File: config.mk
export PLATFORM = sky130hd
export DESIGN_NAME = xmodem_packet_receiver_unit
export DESIGN_NICKNAME = d
export VERILOG_FILES = /design/src/design/xmr_pkg.sv /design/src/design/xmr_crc16_step.sv /design/src/design/xmodem_packet_receiver_unit.sv
export VERILOG_INCLUDE_DIRS = /design/src /design/src/design
export SDC_FILE = /design/constraint.sdc
export NUM_CORES = 1
export LEC_CHECK = 0
export BUFFER_PORTS_ARGS = -buffer_cell sky130_fd_sc_hd__buf_2
export CORE_MARGIN = 2
export CORE_UTILIZATION = 57
export CTS_CLUSTER_DIAMETER = 150
export CTS_CLUSTER_SIZE = 8
export DETAILED_ROUTE_END_ITERATION = 7
export PLACE_DENSITY = 0.79
export SKIP_LAST_GASP = 1
export SYNTH_ARGS = -nofsm -noshare
export SYNTH_HDL_FRONTEND = slang
export SYNTH_SLANG_ARGS = --single-unit
File: constraint.sdc
create_clock -name clk_i -period 10.8 [get_ports clk_i]
set_clock_uncertainty 0.2 [all_clocks]
set_input_delay 0 -clock clk_i [delete_from_list [all_inputs] [get_ports clk_i]]
set_output_delay 0 -clock clk_i [all_outputs]
set_load 0.01 [all_outputs]
File: src/design/xmodem_packet_receiver_unit_assert.svh
// Assertion macros for the XMODEM receiver design files.
// No dependencies; included by the top level.
`ifndef XMODEM_PACKET_RECEIVER_UNIT_ASSERT_SVH
`define XMODEM_PACKET_RECEIVER_UNIT_ASSERT_SVH

// The consequent must hold in the same cycle as the antecedent.
`define XMR_ASSERT_IMP(label, clk, rst_n, ante, cons, msg) \
  label: assert property (@(posedge clk) disable iff (!rst_n) (ante) |-> (cons)) \
    else $error(msg);

// The consequent must hold in the cycle after the antecedent.
`define XMR_ASSERT_NXT(label, clk, rst_n, ante, cons, msg) \
  label: assert property (@(posedge clk) disable iff (!rst_n) (ante) |=> (cons)) \
    else $error(msg);

`endif

File: src/design/xmr_pkg.sv
// Shared types, codes and constants for the XMODEM receiver.
// No dependencies; used by every module of the block.
`timescale 1ns / 1ps

package xmr_pkg;

  localparam int unsigned OFFSET_WIDTH_DEFAULT      = 24;
  localparam int unsigned MAX_STARTUP_TRIES_DEFAULT = 32;

  // Command codes of an input item.
  localparam logic [1:0] CMD_START  = 2'd0;
  localparam logic [1:0] CMD_BYTE   = 2'd1;
  localparam logic [1:0] CMD_EXPIRE = 2'd2;

  // Protocol bytes.
  localparam logic [7:0] CH_SOH = 8'h01;
  localparam logic [7:0] CH_STX = 8'h02;
  localparam logic [7:0] CH_EOT = 8'h04;
  localparam logic [7:0] CH_ACK = 8'h06;
  localparam logic [7:0] CH_NAK = 8'h15;
  localparam logic [7:0] CH_CAN = 8'h18;
  localparam logic [7:0] CH_SUB = 8'h1A;
  localparam logic [7:0] CH_ESC = 8'h1B;
  localparam logic [7:0] CH_CRC = 8'h43;

  // Status codes of a result item.
  localparam logic [2:0] STATUS_BUSY      = 3'd0;
  localparam logic [2:0] STATUS_COMPLETE  = 3'd1;
  localparam logic [2:0] STATUS_CANCELLED = 3'd2;
  localparam logic [2:0] STATUS_ESCAPE    = 3'd3;
  localparam logic [2:0] STATUS_SEQ_ERR   = 3'd4;
  localparam logic [2:0] STATUS_BAD_HDR   = 3'd5;
  localparam logic [2:0] STATUS_TIMEOUT   = 3'd6;
  localparam logic [2:0] STATUS_NO_RESP   = 3'd7;

  localparam int unsigned IDX_WIDTH     = 11;
  localparam logic [10:0] PKT_LEN_SHORT = 11'd128;
  localparam logic [10:0] PKT_LEN_LONG  = 11'd1024;

  localparam logic [15:0] CRC_POLY = 16'h1021;

  // Configuration register addresses (byte addresses).
  localparam int unsigned CFG_ADDR_WIDTH = 3;
  localparam logic        CFG_IDX_USE_CRC = 1'b0;

  typedef struct packed {
    logic [1:0] command;
    logic [7:0] rx_byte;
  } in_item_t;

  typedef struct packed {
    logic        tx_valid;
    logic [7:0]  tx_byte;
    logic        wr_valid;
    logic [23:0] wr_offset;
    logic [7:0]  wr_byte;
    logic [2:0]  status;
    logic [23:0] total_bytes;
  } out_item_t;

endpackage

File: src/design/xmr_crc16_step.sv
// One-byte update of CRC-16/XMODEM (polynomial 0x1021, MSB first).
// Depends on xmr_pkg for the polynomial.
`timescale 1ns / 1ps

module xmr_crc16_step (
  input  logic [15:0] crc_i,
  input  logic [7:0]  byte_i,
  output logic [15:0] crc_o
);
  import xmr_pkg::*;

  logic [15:0] acc;

  always_comb begin
    acc = crc_i ^ {byte_i, 8'h00};
    for (int k = 0; k < 8; k++) begin
      if (acc[15]) begin
        acc = {acc[14:0], 1'b0} ^ CRC_POLY;
      end else begin
        acc = {acc[14:0], 1'b0};
      end
    end
    crc_o = acc;
  end

endmodule

File: src/design/xmodem_packet_receiver_unit.sv
// XMODEM receiver: an item is accepted into the input register, and its result
// item is then written into the result register once that register is free.
// Throughput is one item per cycle while the result side does not stall; the
// state update and byte CRC are computed combinationally from the input register.
// One item is buffered while the result side stalls.
// Asynchronous active-low reset returns the transfer state to idle with
// expected sequence 1 and clears use_crc; no clearing pass is needed.
`timescale 1ns / 1ps

module xmodem_packet_receiver_unit #(
  parameter int unsigned OFFSET_WIDTH      = xmr_pkg::OFFSET_WIDTH_DEFAULT,
  parameter int unsigned MAX_STARTUP_TRIES = xmr_pkg::MAX_STARTUP_TRIES_DEFAULT
) (
  input  logic                               clk_i,
  input  logic                               rst_ni,
  input  logic                               in_valid_i,
  output logic                               in_ready_o,
  input  xmr_pkg::in_item_t                  in_item_i,
  output logic                               out_valid_o,
  input  logic                               out_ready_i,
  output xmr_pkg::out_item_t                 out_item_o,
  input  logic                               psel,
  input  logic                               penable,
  input  logic                               pwrite,
  input  logic [xmr_pkg::CFG_ADDR_WIDTH-1:0] paddr,
  input  logic [31:0]                        pwdata,
  output logic [31:0]                        prdata,
  output logic                               pready
);
  import xmr_pkg::*;

  `include "xmodem_packet_receiver_unit_assert.svh"

  typedef enum logic [3:0] {
    PH_IDLE     = 4'd0,
    PH_START    = 4'd1,
    PH_HEADER   = 4'd2,
    PH_SEQ      = 4'd3,
    PH_SEQINV   = 4'd4,
    PH_DATA     = 4'd5,
    PH_CRCHI    = 4'd6,
    PH_CRCLO    = 4'd7,
    PH_SUM      = 4'd8,
    PH_COMPLETE = 4'd9,
    PH_CANCEL   = 4'd10,
    PH_ESCAPE   = 4'd11,
    PH_SEQ_ERR  = 4'd12,
    PH_BAD_HDR  = 4'd13,
    PH_TIMEOUT  = 4'd14,
    PH_NO_RESP  = 4'd15
  } phase_e;

  // Configuration.
  logic use_crc_q;

  // Pipeline registers.
  logic      in_valid_q;
  in_item_t  in_q;
  logic      out_valid_q;
  out_item_t out_q;

  // Transfer state.
  phase_e                  phase_q, phase_d;
  logic [7:0]              expected_seq_q, expected_seq_d;
  logic [7:0]              header_seq_q, header_seq_d;
  logic [7:0]              header_seq_inv_q, header_seq_inv_d;
  logic [IDX_WIDTH-1:0]    data_index_q, data_index_d;
  logic                    long_packet_q, long_packet_d;
  logic [15:0]             crc_q, crc_d;
  logic [7:0]              sum_q, sum_d;
  logic [7:0]              check_high_q, check_high_d;
  logic [OFFSET_WIDTH-1:0] write_offset_q, write_offset_d;
  logic [23:0]             byte_total_q, byte_total_d;
  logic [5:0]              startup_tries_q, startup_tries_d;

  logic                    advance;
  logic                    do_step;
  logic [15:0]             crc_next;
  logic [IDX_WIDTH-1:0]    pkt_len;
  logic [IDX_WIDTH-1:0]    index_inc;
  logic [OFFSET_WIDTH-1:0] off_sum;
  logic [24:0]             total_sum;
  logic                    check_ok;
  logic                    seq_inv_ok;
  logic                    seq_match;
  logic                    seq_prev;
  logic                    start_tx_is_c;
  out_item_t               res;

  // The result register frees up when empty or when its item is taken.
  assign advance    = !out_valid_q || out_ready_i;
  assign in_ready_o = !in_valid_q || advance;
  assign do_step    = in_valid_q && advance;

  assign pready = 1'b1;
  assign prdata = (paddr[2] == CFG_IDX_USE_CRC) ? {31'd0, use_crc_q} : 32'd0;

  always_ff @(posedge clk_i or negedge rst_ni) begin
    if (!rst_ni) begin
      use_crc_q <= 1'b0;
    end else if (psel && penable && pwrite && pready && paddr[2] == CFG_IDX_USE_CRC) begin
      use_crc_q <= pwdata[0];
    end
  end

  xmr_crc16_step u_crc (
    .crc_i  (crc_q),
    .byte_i (in_q.rx_byte),
    .crc_o  (crc_next)
  );

  assign pkt_len    = long_packet_q ? PKT_LEN_LONG : PKT_LEN_SHORT;
  assign index_inc  = data_index_q + IDX_WIDTH'(1);
  assign off_sum    = write_offset_q + OFFSET_WIDTH'(data_index_q);
  assign total_sum  = {1'b0, byte_total_q} + 25'(pkt_len);
  assign check_ok   = (phase_q == PH_CRCLO) ? ({check_high_q, in_q.rx_byte} == crc_q)
                                            : (in_q.rx_byte == sum_q);
  assign seq_inv_ok = (header_seq_q == ~header_seq_inv_q);
  assign seq_match  = (header_seq_q == expected_seq_q);
  assign seq_prev   = (header_seq_q == expected_seq_q - 8'd1);
  assign start_tx_is_c = use_crc_q;

  always_comb begin
    phase_d          = phase_q;
    expected_seq_d   = expected_seq_q;
    header_seq_d     = header_seq_q;
    header_seq_inv_d = header_seq_inv_q;
    data_index_d     = data_index_q;
    long_packet_d    = long_packet_q;
    crc_d            = crc_q;
    sum_d            = sum_q;
    check_high_d     = check_high_q;
    write_offset_d   = write_offset_q;
    byte_total_d     = byte_total_q;
    startup_tries_d  = startup_tries_q;
    res              = '0;

    if (do_step) begin
      unique case (in_q.command)
        CMD_START: begin
          expected_seq_d   = 8'd1;
          header_seq_d     = 8'd0;
          header_seq_inv_d = 8'd0;
          data_index_d     = '0;
          long_packet_d    = 1'b0;
          crc_d            = 16'd0;
          sum_d            = 8'd0;
          check_high_d     = 8'd0;
          write_offset_d   = '0;
          byte_total_d     = 24'd0;
          startup_tries_d  = 6'd1;
          phase_d          = PH_START;
          res.tx_valid     = 1'b1;
          res.tx_byte      = start_tx_is_c ? CH_CRC : CH_NAK;
        end
        CMD_EXPIRE: begin
          unique case (phase_q)
            PH_START: begin
              if (startup_tries_q >= 6'(MAX_STARTUP_TRIES)) begin
                phase_d = PH_NO_RESP;
              end else begin
                startup_tries_d = startup_tries_q + 6'd1;
                res.tx_valid    = 1'b1;
                res.tx_byte     = start_tx_is_c ? CH_CRC : CH_NAK;
              end
            end
            PH_HEADER: phase_d = PH_TIMEOUT;
            PH_SEQ, PH_SEQINV, PH_DATA: begin
              res.tx_valid = 1'b1;
              res.tx_byte  = CH_NAK;
              phase_d      = PH_HEADER;
            end
            // Inside the check bytes the sender gets no reply.
            PH_CRCHI, PH_CRCLO, PH_SUM: phase_d = PH_HEADER;
            default: ;
          endcase
        end
        CMD_BYTE: begin
          unique case (phase_q)
            PH_START, PH_HEADER: begin
              phase_d = PH_HEADER;
              unique case (in_q.rx_byte)
                CH_SOH, CH_STX: begin
                  long_packet_d = (in_q.rx_byte == CH_STX);
                  data_index_d  = '0;
                  crc_d         = 16'd0;
                  sum_d         = 8'd0;
                  phase_d       = PH_SEQ;
                end
                CH_EOT: begin
                  res.tx_valid = 1'b1;
                  res.tx_byte  = CH_ACK;
                  phase_d      = PH_COMPLETE;
                end
                CH_CAN: phase_d = PH_CANCEL;
                CH_ESC: phase_d = PH_ESCAPE;
                // A padding byte between packets is skipped.
                CH_SUB: ;
                default: phase_d = PH_BAD_HDR;
              endcase
            end
            PH_SEQ: begin
              header_seq_d = in_q.rx_byte;
              phase_d      = PH_SEQINV;
            end
            PH_SEQINV: begin
              header_seq_inv_d = in_q.rx_byte;
              phase_d          = PH_DATA;
            end
            PH_DATA: begin
              res.wr_valid  = 1'b1;
              res.wr_offset = 24'(off_sum);
              res.wr_byte   = in_q.rx_byte;
              crc_d         = crc_next;
              sum_d         = sum_q + in_q.rx_byte;
              data_index_d  = index_inc;
              if (index_inc >= pkt_len) begin
                phase_d = use_crc_q ? PH_CRCHI : PH_SUM;
              end
            end
            PH_CRCHI: begin
              check_high_d = in_q.rx_byte;
              phase_d      = PH_CRCLO;
            end
            PH_CRCLO, PH_SUM: begin
              phase_d      = PH_HEADER;
              res.tx_valid = 1'b1;
              // Checks go in order: check value, sequence complement, sequence.
              priority if (!check_ok || !seq_inv_ok) begin
                res.tx_byte = CH_NAK;
              end else if (seq_match) begin
                res.tx_byte    = CH_ACK;
                write_offset_d = write_offset_q + OFFSET_WIDTH'(pkt_len);
                expected_seq_d = expected_seq_q + 8'd1;
                byte_total_d   = total_sum[24] ? 24'hFF_FFFF : total_sum[23:0];
              end else if (seq_prev) begin
                res.tx_byte = CH_ACK;
              end else begin
                res.tx_byte = CH_CAN;
                phase_d     = PH_SEQ_ERR;
              end
            end
            default: ;
          endcase
        end
        default: ;
      endcase
    end

    // Finished phases sit at 8 plus the status code, so the low bits give it.
    res.status      = phase_d[3] ? phase_d[2:0] : STATUS_BUSY;
    res.total_bytes = byte_total_d;
  end

  always_ff @(posedge clk_i or negedge rst_ni) begin
    if (!rst_ni) begin
      in_valid_q       <= 1'b0;
      out_valid_q      <= 1'b0;
      phase_q          <= PH_IDLE;
      expected_seq_q   <= 8'd1;
      header_seq_q     <= 8'd0;
      header_seq_inv_q <= 8'd0;
      data_index_q     <= '0;
      long_packet_q    <= 1'b0;
      crc_q            <= 16'd0;
      sum_q            <= 8'd0;
      check_high_q     <= 8'd0;
      write_offset_q   <= '0;
      byte_total_q     <= 24'd0;
      startup_tries_q  <= 6'd0;
    end else begin
      if (in_ready_o) begin
        in_valid_q <= in_valid_i;
      end
      if (advance) begin
        out_valid_q <= in_valid_q;
      end
      phase_q          <= phase_d;
      expected_seq_q   <= expected_seq_d;
      header_seq_q     <= header_seq_d;
      header_seq_inv_q <= header_seq_inv_d;
      data_index_q     <= data_index_d;
      long_packet_q    <= long_packet_d;
      crc_q            <= crc_d;
      sum_q            <= sum_d;
      check_high_q     <= check_high_d;
      write_offset_q   <= write_offset_d;
      byte_total_q     <= byte_total_d;
      startup_tries_q  <= startup_tries_d;
    end
  end

  always_ff @(posedge clk_i) begin
    if (in_valid_i && in_ready_o) begin
      in_q <= in_item_i;
    end
    if (do_step) begin
      out_q <= res;
    end
  end

  assign out_valid_o = out_valid_q;
  assign out_item_o  = out_q;

  // A held input item is not lost while the result side stalls.
  `XMR_ASSERT_NXT(a_hold_input, clk_i, rst_ni, in_valid_q && !advance, in_valid_q, "input item dropped during stall")
  // A payload write never coincides with a reply byte.
  `XMR_ASSERT_IMP(a_wr_no_tx, clk_i, rst_ni, out_valid_q && out_q.wr_valid, !out_q.tx_valid, "payload write and reply in one item")
  // A CAN reply is only sent when the transfer ends on a sequence error.
  `XMR_ASSERT_IMP(a_can_seq_err, clk_i, rst_ni, out_valid_q && out_q.tx_valid && out_q.tx_byte == CH_CAN, out_q.status == STATUS_SEQ_ERR, "CAN sent without sequence error")
  // The data index never runs past a long packet.
  `XMR_ASSERT_IMP(a_index_range, clk_i, rst_ni, 1'b1, data_index_q <= PKT_LEN_LONG, "data index out of range")

endmodule

==> impl_metrics.json, run 1 <==
{
  "status": "finished, final reports clean",
  "fin_cells": 1416,
  "die_area_um2": 20400,
  "start_kind": "flop",
  "place.gp.congestion": 0.912,
  "cts_root_buf": "clkbuf_16",
  "use_met1_pct": 35.4,
  "worstMarginPinSlew_ps": 1290,
  "finalSetupViolCount": 0,
  "grt_max_degree": 75,
  "io_pins": 156,
  "cp.arrival_ps": 3940,
  "mostFrequentLayoutCells": "dfrtp_1, nand2_1, buf_2",
  "core_area_um2": 18800,
  "grt_setup_unrepaired": "no",
  "clock_tree.buffer_depth": 2,
  "portBuffers": 88,
  "critical_path_required_ps": 10980,
  "power.leakage_nw": 5.28,
  "top_usage_layer": "met2",
  "syn2layout_area_growth_pct": 11.5,
  "hold_path.startpoint": "in_item_i[1]",
  "postCtsSetupRepairBufs": 0,
  "tns_ps": 0,
  "synth_edf_count": 77,
  "ir_worst_vdd_uv": 122,
  "use_met3_pct": 5.06,
  "rrSetupSlack_ps": 7040,
  "finalWirelength_mm": 26.2,
  "yosysWarnings": 0,
  "fp.dieW_um": 143,
  "final_layout_size_suffix_gt1_share_pct": 14.7,
  "synth-seq-cells": 199,
  "cts_buffers": 17,
  "antenna_found_initial": 0,
  "p_comb_share_pct": 20.1,
  "die_y_um": 143,
  "path_clk_slew_ps": 80,
  "power.switching_w": 0.000650,
  "antenna_cells": 0,
  "p_int_w": 0.00133,
  "hold_class": "in2reg",
  "whs_path_depth": 2,
  "first_pass_iters": 7,
  "placementRows": 50,
  "syn_area_um2": 11000,
  "drtIter0Drc": 704,
  "htree_levels": 4,
  "layout_commonest_cell": "dfrtp_1",
  "wl_per_cell_um": 18.5,
  "yosysSeqAreaShare_pct": 48.9,
  "rr_endpoint": "write_offset_q[20]$_DFFE_PN0P_",
  "met2_usage_pct": 43.4,
  "viasPerCell": 6.15,
  "synth.distinct_cells": 77,
  "hold_viol_final": 0,
  "dpl.cell_count": 1365,
  "p_clk_share_pct": 32.4,
  "finalMaxSlewViolations": 0,
  "p_sw_share_pct": 32.9,
  "cts_sinks": 199,
  "start_util_pct": 58.4,
  "drc_errors": 0,
  "fin_crit_ps": 3760,
  "timing.rr.start": "phase_q[0]$_DFF_PN0_",
  "reg2reg_depth": 5,
  "cts_tree": "done",
  "postSynth.asyncResetShare_pct": 61.3,
  "grt_pass1_vias": 8419,
  "hpwl_mm": 17.7,
  "final_antenna_net_count": 0,
  "grt_pass1_wl_mm": 42.8,
  "finalNetCount": 1246,
  "synth.avg_cell_area_um2": 10.0,
  "vias": 8714,
  "track_usage_pct": 26.6,
  "holdPathEnd": "in_q[1]$_DFFE_PP_",
  "globalRouteOverflowTotal": 0,
  "worstSetupEndpointType": "flop",
  "fmaxAchievable_mhz": 266,
  "max-slew-margin-rel_pct": 13.7,
  "clk_latency_ps": 440,
  "synthCells": 1097,
  "synth_ff_type": "dfrtp_1",
  "post-route-period-util_pct": 34.8,
  "seqPwrFrac_pct": 47.4,
  "max_cap_violations": 0,
  "worstSetupPathType": "reg2reg",
  "pwr_density_cell_nw_per_um2": 162,
  "cp_max_fo": 30
}
==> sequential cells by signal, summed over array words and instances (netlist names) <==
name	flops
in_q	10
data_index_q	11
header_seq_q	8
header_seq_inv_q	8
startup_tries_q	6
check_high_q	8
crc_q	16
out_item_o	67
start_tx_is_c	1
sum_q	8
in_valid_q	1
byte_total_q	24
long_packet_q	1
out_valid_o	1
expected_seq_q	8
phase_q	4
write_offset_q	17
==> how the worst max path moves through the flow <==
| stage | cells after the start | slack (ps) | end | from |
|---|---|---|---|---|
| 6_report | 5 | 7040 | write_offset_q[20]$_DFFE_PN0P_ | phase_q[0]$_DFF_PN0_ |
| 2_1_floorplan | 9 | 6870 | out_item_o[11]$_DFFE_PP_ | out_valid_o$_DFFE_PN0P_ |
| 3_5_place_dp | 9 | 7160 | out_item_o[22]$_DFFE_PP_ | in_q[3]$_DFFE_PP_ |
| 4_1_cts | 7 | 7120 | write_offset_q[22]$_DFFE_PN0P_ | in_q[7]$_DFFE_PP_ |
| 3_3_place_gp | 9 | 7220 | out_item_o[22]$_DFFE_PP_ | in_q[3]$_DFFE_PP_ |
| 5_1_grt | 7 | 6890 | write_offset_q[20]$_DFFE_PN0P_ | in_q[7]$_DFFE_PP_ |
==> timing repair <==
action,CTS,global route
hold buffers,19,0
hold endpoints to repair,71,0
gates resized for setup,0,0
==> synthesized netlist by cell type (all sizes together), types with 21 or more instances <==
| library cell | n | area (µm²) |
|---|---|---|
| and2 | 25 | 159 |
| dfrtp | 121 | 3030 |
| inv | 25 | 93.8 |
| ha | 24 | 300 |
| nor3 | 29 | 150 |
| a21oi | 42 | 210 |
| nand2 | 110 | 413 |
| buf | 42 | 299 |
| mux2 | 24 | 270 |
| xor2 | 49 | 429 |
| edfxtp | 77 | 2310 |
| clkbuf | 55 | 208 |
| and3 | 25 | 156 |
| nor2 | 71 | 267 |
| xnor2 | 41 | 359 |
| nand3 | 34 | 170 |
| o31ai | 21 | 158 |
| o21ai | 72 | 360 |
==> logic make-up after synthesis <==
kind of cell	count (synthesis)	share of synthesized area, %
AO/OA/AOI/OAI	232	13.8
XOR/XNOR	90	7.19
adder cells (fa/ha/maj)	25	2.92
buffers and inverters	123	5.51
flip-flops	199	48.9
multiplexers	28	2.83
other	2	0.0685
AND/OR/NAND/NOR	398	18.8
==> layer usage <==
layer	up-vias	routed length, µm
met1	4204	10900
met3	63	1860
met4	0	741
met5	-	0
met2	388	12700
li1	4059	-
==> critical path, cell delays in order, from the launching register on <==
cell and delay [ps]:
dfrtp_1 660, nand4b_1 450, o41ai_2 940, a31oi_2 670, or4_1 680, nand2_1 80
==> stage by stage <==
stage / area (µm²) / hold WS (ps) / setup slack (ps) / total power (W) / utilization [%]
after global routing: 12200 / 55.0 / 6890 / 0.00207 / 65.1
after detailed placement: 11400 / -136 / 7160 / 0.00134 / 60.8
final: 12200 / 61.1 / 7040 / 0.00198 / 65.1
after global placement: 11400 / -139 / 7220 / 0.00132 / 60.8
after floorplan: 11100 / -496 / 6870 / 0.00123 / -
after CTS: 12200 / 45.6 / 7120 / 0.00198 / 65.1
==> layout make-up <==
cell class,count,area [µm²]
tap,234,293
inverter,26,97.6
clock buffer,17,425
multi-input combinational,807,5130
clock inverter,15,174
fill,1499,6540
timing repair buffer,118,733
sequential,199,5370
==> power by group through the flow <==
stage | logic [W] | registers [W] | clock network [W]
after global placement | 0.000374 | 0.000948 | 0
after CTS | 0.000395 | 0.000936 | 0.000647
after detailed placement | 0.000385 | 0.000951 | 0
after floorplan | 0.000306 | 0.000921 | 0
after global routing | 0.000443 | 0.000948 | 0.000680
final | 0.000398 | 0.000937 | 0.000641
Power figures use the tool's default switching activity.
==> run 2: changes to the inputs <==
ABC_AREA = 1   (was unset)
CORE_UTILIZATION = 53   (was 57)
PLACE_DENSITY = 0.78   (was 0.79)
clock period = 3.25 ns   (was 10.8 ns; I/O delays follow)
==> impl_metrics.json, run 2 <==
{
  "critical_path_required_ps": 3260,
  "grt_setup_unrepaired": "yes",
  "hpwl_mm": 17.9,
  "p_clk_share_pct": 26.2,
  "pwr_density_cell_nw_per_um2": 631,
  "power.switching_w": 0.00294,
  "p_comb_share_pct": 30.8,
  "cp-startpoint": "data_index_q[0]$_DFFE_PN0P_",
  "clock_tree.buffer_depth": 2,
  "fin_crit_ps": 3210,
  "synthCells": 1320,
  "ir_worst_vdd_uv": 448,
  "grt_pass1_vias": 8545,
  "crit_chain": "ha_2 > nand2_2 > nor2_4 > nand3_2 > nor2_2 > xor2_1 > inv_1 > ha_4 > buf_4 > nand3_1 > nand2_1 > nor2_1 > nand3_1 > nand3_2 > nand3_2 > nand2_1 > nand2_1 > nand2_1 > nand2_1 > nand2_1 > inv_1",
  "synthTopCellsByArea": "dfrtp_1, edfxtp_1, nand2_1, nor2_1, inv_1",
  "finalPower_w": 0.00794,
  "synth.distinct_cells": 52,
  "syn_area_um2": 11000,
  "synth_edf_count": 77,
  "slowest_delay_ps": 360,
  "yosysWarnings": 0,
  "drtIter0Drc": 848,
  "crit_top_cell": "nand2_1",
  "finalWirelength_mm": 25.5,
  "synth_ff_type": "dfrtp_1",
  "start_util_pct": 54.3,
  "ys_top_cells_by_count": "nand2_1, nor2_1, inv_1",
  "drc_errors": 0,
  "first_pass_iters": 6,
  "cts_root_buf": "clkbuf_16",
  "viasPerCell": 5.32,
  "placementRows": 52,
  "worstMarginPinSlew_ps": 951,
  "finalNetCount": 1523,
  "hold_class": "in2out",
  "portBuffers": 88,
  "mostFrequentLayoutCells": "nand2_1, nor2_1, inv_1",
  "yosysMostFrequentCell": "nand2_1",
  "core_area_um2": 20300,
  "path_clk_slew_ps": 70,
  "finalSetupViolCount": 0,
  "rr_endpoint": "out_item_o[25]$_SDFFCE_PN0P_",
  "syn2layout_area_growth_pct": 14.4,
  "post-route-util_pct": 62.1,
  "place.gp.congestion": 0.926,
  "timing.rr.start": "data_index_q[0]$_DFFE_PN0P_",
  "status": "finished, final reports clean",
  "wl_per_cell_um": 14.7,
  "final_layout_size_suffix_gt1_share_pct": 14.1,
  "yosysTopAreaCellShare_pct": 27.5,
  "max_cap_violations": 0,
  "cp_max_fo": 3,
  "synth.avg_cell_area_um2": 8.34,
  "cts_sinks": 199,
  "die_area_um2": 21900,
  "seqPwrFrac_pct": 43.0,
  "worstSetupEndpointType": "flop",
  "crit_slowest_cell": "dfrtp_1",
  "antenna_found_initial": 0,
  "postSynth.asyncResetShare_pct": 61.3,
  "power.leakage_nw": 5.77,
  "cp.arrival_ps": 3210,
  "max-slew-margin-rel_pct": 36.2,
  "crit_end": "out_item_o[25]$_SDFFCE_PN0P_",
  "fp.dieW_um": 148,
  "reg2reg_depth": 21,
  "track_usage_pct": 23.3,
  "io_pins": 156,
  "hold_viol_final": 0,
  "cts_buffers": 17,
  "vias": 9191,
  "antenna_cells": 0,
  "final_antenna_net_count": 0,
  "layout_commonest_cell": "nand2_1",
  "p_sw_share_pct": 37.0,
  "largest_reg_flops": 67,
  "start_kind": "flop",
  "cts_tree": "done",
  "clk_latency_ps": 440,
  "worstSetupPathType": "reg2reg",
  "die_y_um": 148,
  "grt_pass1_wl_mm": 41.3,
  "globalRouteOverflowTotal": 0,
  "finalMaxSlewViolations": 0,
  "post-route-period-util_pct": 98.7,
  "grt_max_degree": 86,
  "yosysSeqAreaShare_pct": 48.7,
  "rrSetupSlack_ps": 40,
  "p_int_w": 0.00500,
  "synth-seq-cells": 199,
  "fmaxAchievable_mhz": 312,
  "yosysTopAreaCell": "dfrtp_1",
  "htree_levels": 4
}
==> run 2: cell count changes after synthesis, sizes merged, moves of 19 or more <==
| cell | delta |
|---|---|
| o31ai | -19 |
| inv | +138 |
| o21ai | +29 |
| clkbuf | -47 |
| and2 | -25 |
| nand2 | +160 |
| nor2 | +99 |
| nand3 | +48 |
| and3 | -24 |
| mux2 | -22 |
==> run 2: layout make-up <==
cell class / count / area [µm²]
multi-input combinational: 922 / 4800
fill: 1700 / 7700
clock inverter: 15 / 140
tap: 270 / 338
inverter: 165 / 619
timing repair buffer: 141 / 913
sequential: 199 / 5370
clock buffer: 17 / 425
==> run 2: cells by family after synthesis <==
kind of cell / synth area share, %
simple gates: 23.0
buf+inv: 9.43
flops: 48.7
compound gates: 9.60
xor+xnor: 6.04
fa+ha+maj: 2.91
other cells: 0.0682
mux: 0.204
==> run 2: timing repair <==
action                                 CTS  global route
gates cloned                             0             0
gates resized for setup                  3            16
setup buffers                            0             6
endpoints found under the hold margin  144             0
pin swaps                                0            12
hold buffers                            20             0
setup endpoints to repair                3            20
==> run 2: power by group through the flow <==
stage	sequential [W]	combinational, W	clock, W
global placement	0.00344	0.00226	0
CTS	0.00341	0.00238	0.00209
floorplan	0.00342	0.00171	0
detailed placement	0.00346	0.00232	0
finish	0.00342	0.00245	0.00208
global route	0.00347	0.00275	0.00219
==> run 2: how the worst min path moves through the flow <==
stage,startpoint,endpoint,slack (ps),depth (start not counted)
after global routing,paddr[2],prdata[0],60,3
after detailed placement,rst_ni,byte_total_q[13]$_DFF_PN0_,-180,1
after floorplan,rst_ni,byte_total_q[0]$_DFF_PN0_,-500,0
after global placement,rst_ni,byte_total_q[13]$_DFF_PN0_,-180,1
final,paddr[2],prdata[0],50,3
after CTS,paddr[2],prdata[0],50,3
==> run 2: metrics by stage <==
stage               hold slack, ps  setup slack (ps)  setup TNS (ps)  std cells  area, µm²
floorplan                     -496               159               0       1352      11100
global placement              -181              86.3               0       1671      11700
detailed placement            -177             -62.8            -111       1671      11700
CTS                           48.4              30.3               0       1723      12500
global route                  61.8              -148            -358       1729      12600
finish                        45.6              42.9               0       1729      12600
==> run 2: layer usage <==
| layer | wire, µm | track usage [%] | vias to the layer above |
|---|---|---|---|
| met3 | 1300 | 3.96 | 45 |
| li1 | - | - | 4499 |
| met5 | 0 | 0 | - |
| met2 | 12600 | 39.1 | 302 |
| met4 | 611 | 8.10 | 0 |
| met1 | 10900 | 30.9 | 4345 |
==> run 2: worst max-delay path: cells and delay by family (launching register included) <==
family	cells	cell delay [ps]
XOR/XNOR	1	210
adder cells (fa/ha/maj)	2	440
buffers and inverters	3	270
flip-flops	1	360
AND/OR/NAND/NOR	15	1500
==> run 3: changes to the inputs <==
ABC_AREA = 0   (was 1)
CORE_UTILIZATION = 52   (was 53)
PLACE_DENSITY = 0.76   (was 0.78)
==> impl_metrics.json, run 3 (same netlist as run 1, synthesis figures left out) <==
{
  "status": "finished with violations",
  "violations": "hold timing",
  "antenna_found_initial": 0,
  "hold_viol_final": 10,
  "finalNetCount": 1294,
  "finalMaxSlewViolations": 0,
  "grt_pass1_vias": 8437,
  "hold_class": "in2async",
  "cp.arrival_ps": 3170,
  "grt_pass1_wl_mm": 42.2,
  "first_pass_iters": 5,
  "cp-startpoint": "in_q[0]$_DFFE_PP_",
  "worstSetupEndpointType": "flop",
  "crit_end": "out_item_o[11]$_DFFE_PP_",
  "cts_root_buf": "clkbuf_16",
  "layout_commonest_cell": "dfrtp_1",
  "htree_levels": 4,
  "wl_per_cell_um": 17.1,
  "rrSetupSlack_ps": 70,
  "finalWirelength_mm": 25.7,
  "final_antenna_net_count": 0,
  "die_y_um": 149,
  "start_kind": "flop",
  "grt_max_degree": 100,
  "place.gp.congestion": 0.911,
  "power.switching_w": 0.00218,
  "fp.dieW_um": 149,
  "max-slew-margin-rel_pct": 30.4,
  "p_sw_share_pct": 32.3,
  "post-route-util_pct": 60.8,
  "finalSetupViolCount": 0,
  "critical_path_required_ps": 3240,
  "cts_sinks": 199,
  "cts_tree": "done",
  "clk_latency_ps": 450,
  "tns_ps": 0,
  "dpl.cell_count": 1454,
  "mostFrequentLayoutCells": "dfrtp_1, nand2_1, buf_2",
  "reg2reg_depth": 9,
  "grt_setup_unrepaired": "yes",
  "viasPerCell": 5.84,
  "p_comb_share_pct": 22.6,
  "rr_endpoint": "out_item_o[11]$_DFFE_PP_",
  "p_int_w": 0.00456,
  "worstSetupPathType": "reg2reg",
  "seqPwrFrac_pct": 44.7,
  "portBuffers": 88,
  "path_clk_slew_ps": 80,
  "antenna_cells": 0,
  "power.leakage_nw": 5.55,
  "die_area_um2": 22300,
  "max_cap_violations": 0,
  "ir_worst_vdd_uv": 377,
  "syn2layout_area_growth_pct": 15.7,
  "clock_tree.buffer_depth": 2,
  "core_area_um2": 20900,
  "vias": 8795,
  "globalRouteOverflowTotal": 0,
  "cp_max_fo": 9,
  "start_util_pct": 52.5,
  "largest_reg_flops": 67,
  "drtIter0Drc": 680,
  "multiInputGateArea_um2": 5170,
  "cts_buffers": 17,
  "fin_crit_ps": 3180,
  "drc_errors": 0,
  "fmaxAchievable_mhz": 314,
  "placementRows": 53,
  "track_usage_pct": 23.8,
  "nFillCells": 1710,
  "pwr_density_cell_nw_per_um2": 531,
  "post-route-period-util_pct": 97.9,
  "worst_hold_slack_ps": -23.8,
  "hpwl_mm": 18.3,
  "io_pins": 156,
  "final_layout_size_suffix_gt1_share_pct": 18.5,
  "worstMarginPinSlew_ps": 1040,
  "timing.rr.start": "in_q[0]$_DFFE_PP_",
  "fin_cells": 1505,
  "seq_area_um2": 5370,
  "p_clk_share_pct": 32.7
}
[run 3: cell types whose count changed in the layout (fill, tap and decap cells not counted), moves of 13 or more]
cell     before  now
nand2_1     263  110
inv_1       153   25
nor2_1      159   70
nand3_1      76   34
buf_4        33   60
and2_1        0   24
and3_1        1   25
mux2_2        2   24
o21ai_0      92   70
o31ai_1       1   21
a21oi_1      57   42
xnor2_1      27   41
o22ai_1      14    1
[run 3: worst max-delay path: stages, from the launching register on]
cell       delay, ps
edfxtp_1         510
ha_1             360
nor3_1           250
nand4_1          250
nor3_1           220
a41oi_1          120
nand2b_1         380
buf_4            260
o31ai_1          250
a2bb2oi_1        130
[run 3: layer usage]
metal | share of wire [%] | vias up | GRT usage [%]
met3 | 5.0 | 56 | 3.36
met4 | 2.7 | 0 | 9.57
met2 | 49 | 308 | 39.6
met1 | 43 | 4270 | 31.5
met5 | 0 | - | 0
li1 | - | 4161 | -
[run 3: cell type report]
class	count	area share (%)
clock buffer	17	3.35
clock inverter	15	1.58
inverter	26	0.779
multi-input combinational	807	40.7
sequential	199	42.3
tap	275	2.71
timing repair buffer	166	8.56
[run 3: repair_timing]
item,CTS,global route
hold buffers,18,0
endpoints found under the setup margin,1,31
hold endpoints to repair,141,0
buffers inserted,0,1
resized for setup,1,6
pin swaps,0,1
[run 3: power by group through the flow]
stage / Clock (W) / Combinational [W] / Sequential [W]
after floorplan: 0 / 0.00102 / 0.00306
after global placement: 0 / 0.00144 / 0.00305
after detailed placement: 0 / 0.00147 / 0.00306
after CTS: 0.00224 / 0.00150 / 0.00301
after global routing: 0.00233 / 0.00168 / 0.00304
final: 0.00220 / 0.00153 / 0.00301
[run 3: worst min path at each step]
stage	endpoint	startpoint
final	write_offset_q[17]$_DFFE_PN0P_	rst_ni
after global routing	write_offset_q[17]$_DFFE_PN0P_	rst_ni
after CTS	write_offset_q[17]$_DFFE_PN0P_	rst_ni
after detailed placement	write_offset_q[16]$_DFFE_PN0P_	rst_ni
after global placement	write_offset_q[16]$_DFFE_PN0P_	rst_ni
after floorplan	byte_total_q[0]$_DFF_PN0_	rst_ni
[run 3: per-stage QoR]
step	setup slack (ps)	hold slack (ps)	cell area [µm²]	power [W]
after floorplan	125	-496	11100	0.00407
after global placement	59.5	-270	11800	0.00449
after detailed placement	2.56	-266	11800	0.00453
after CTS	46.7	4.29	12700	0.00675
after global routing	-37.3	46.3	12700	0.00704
final	67.7	-23.8	12700	0.00674
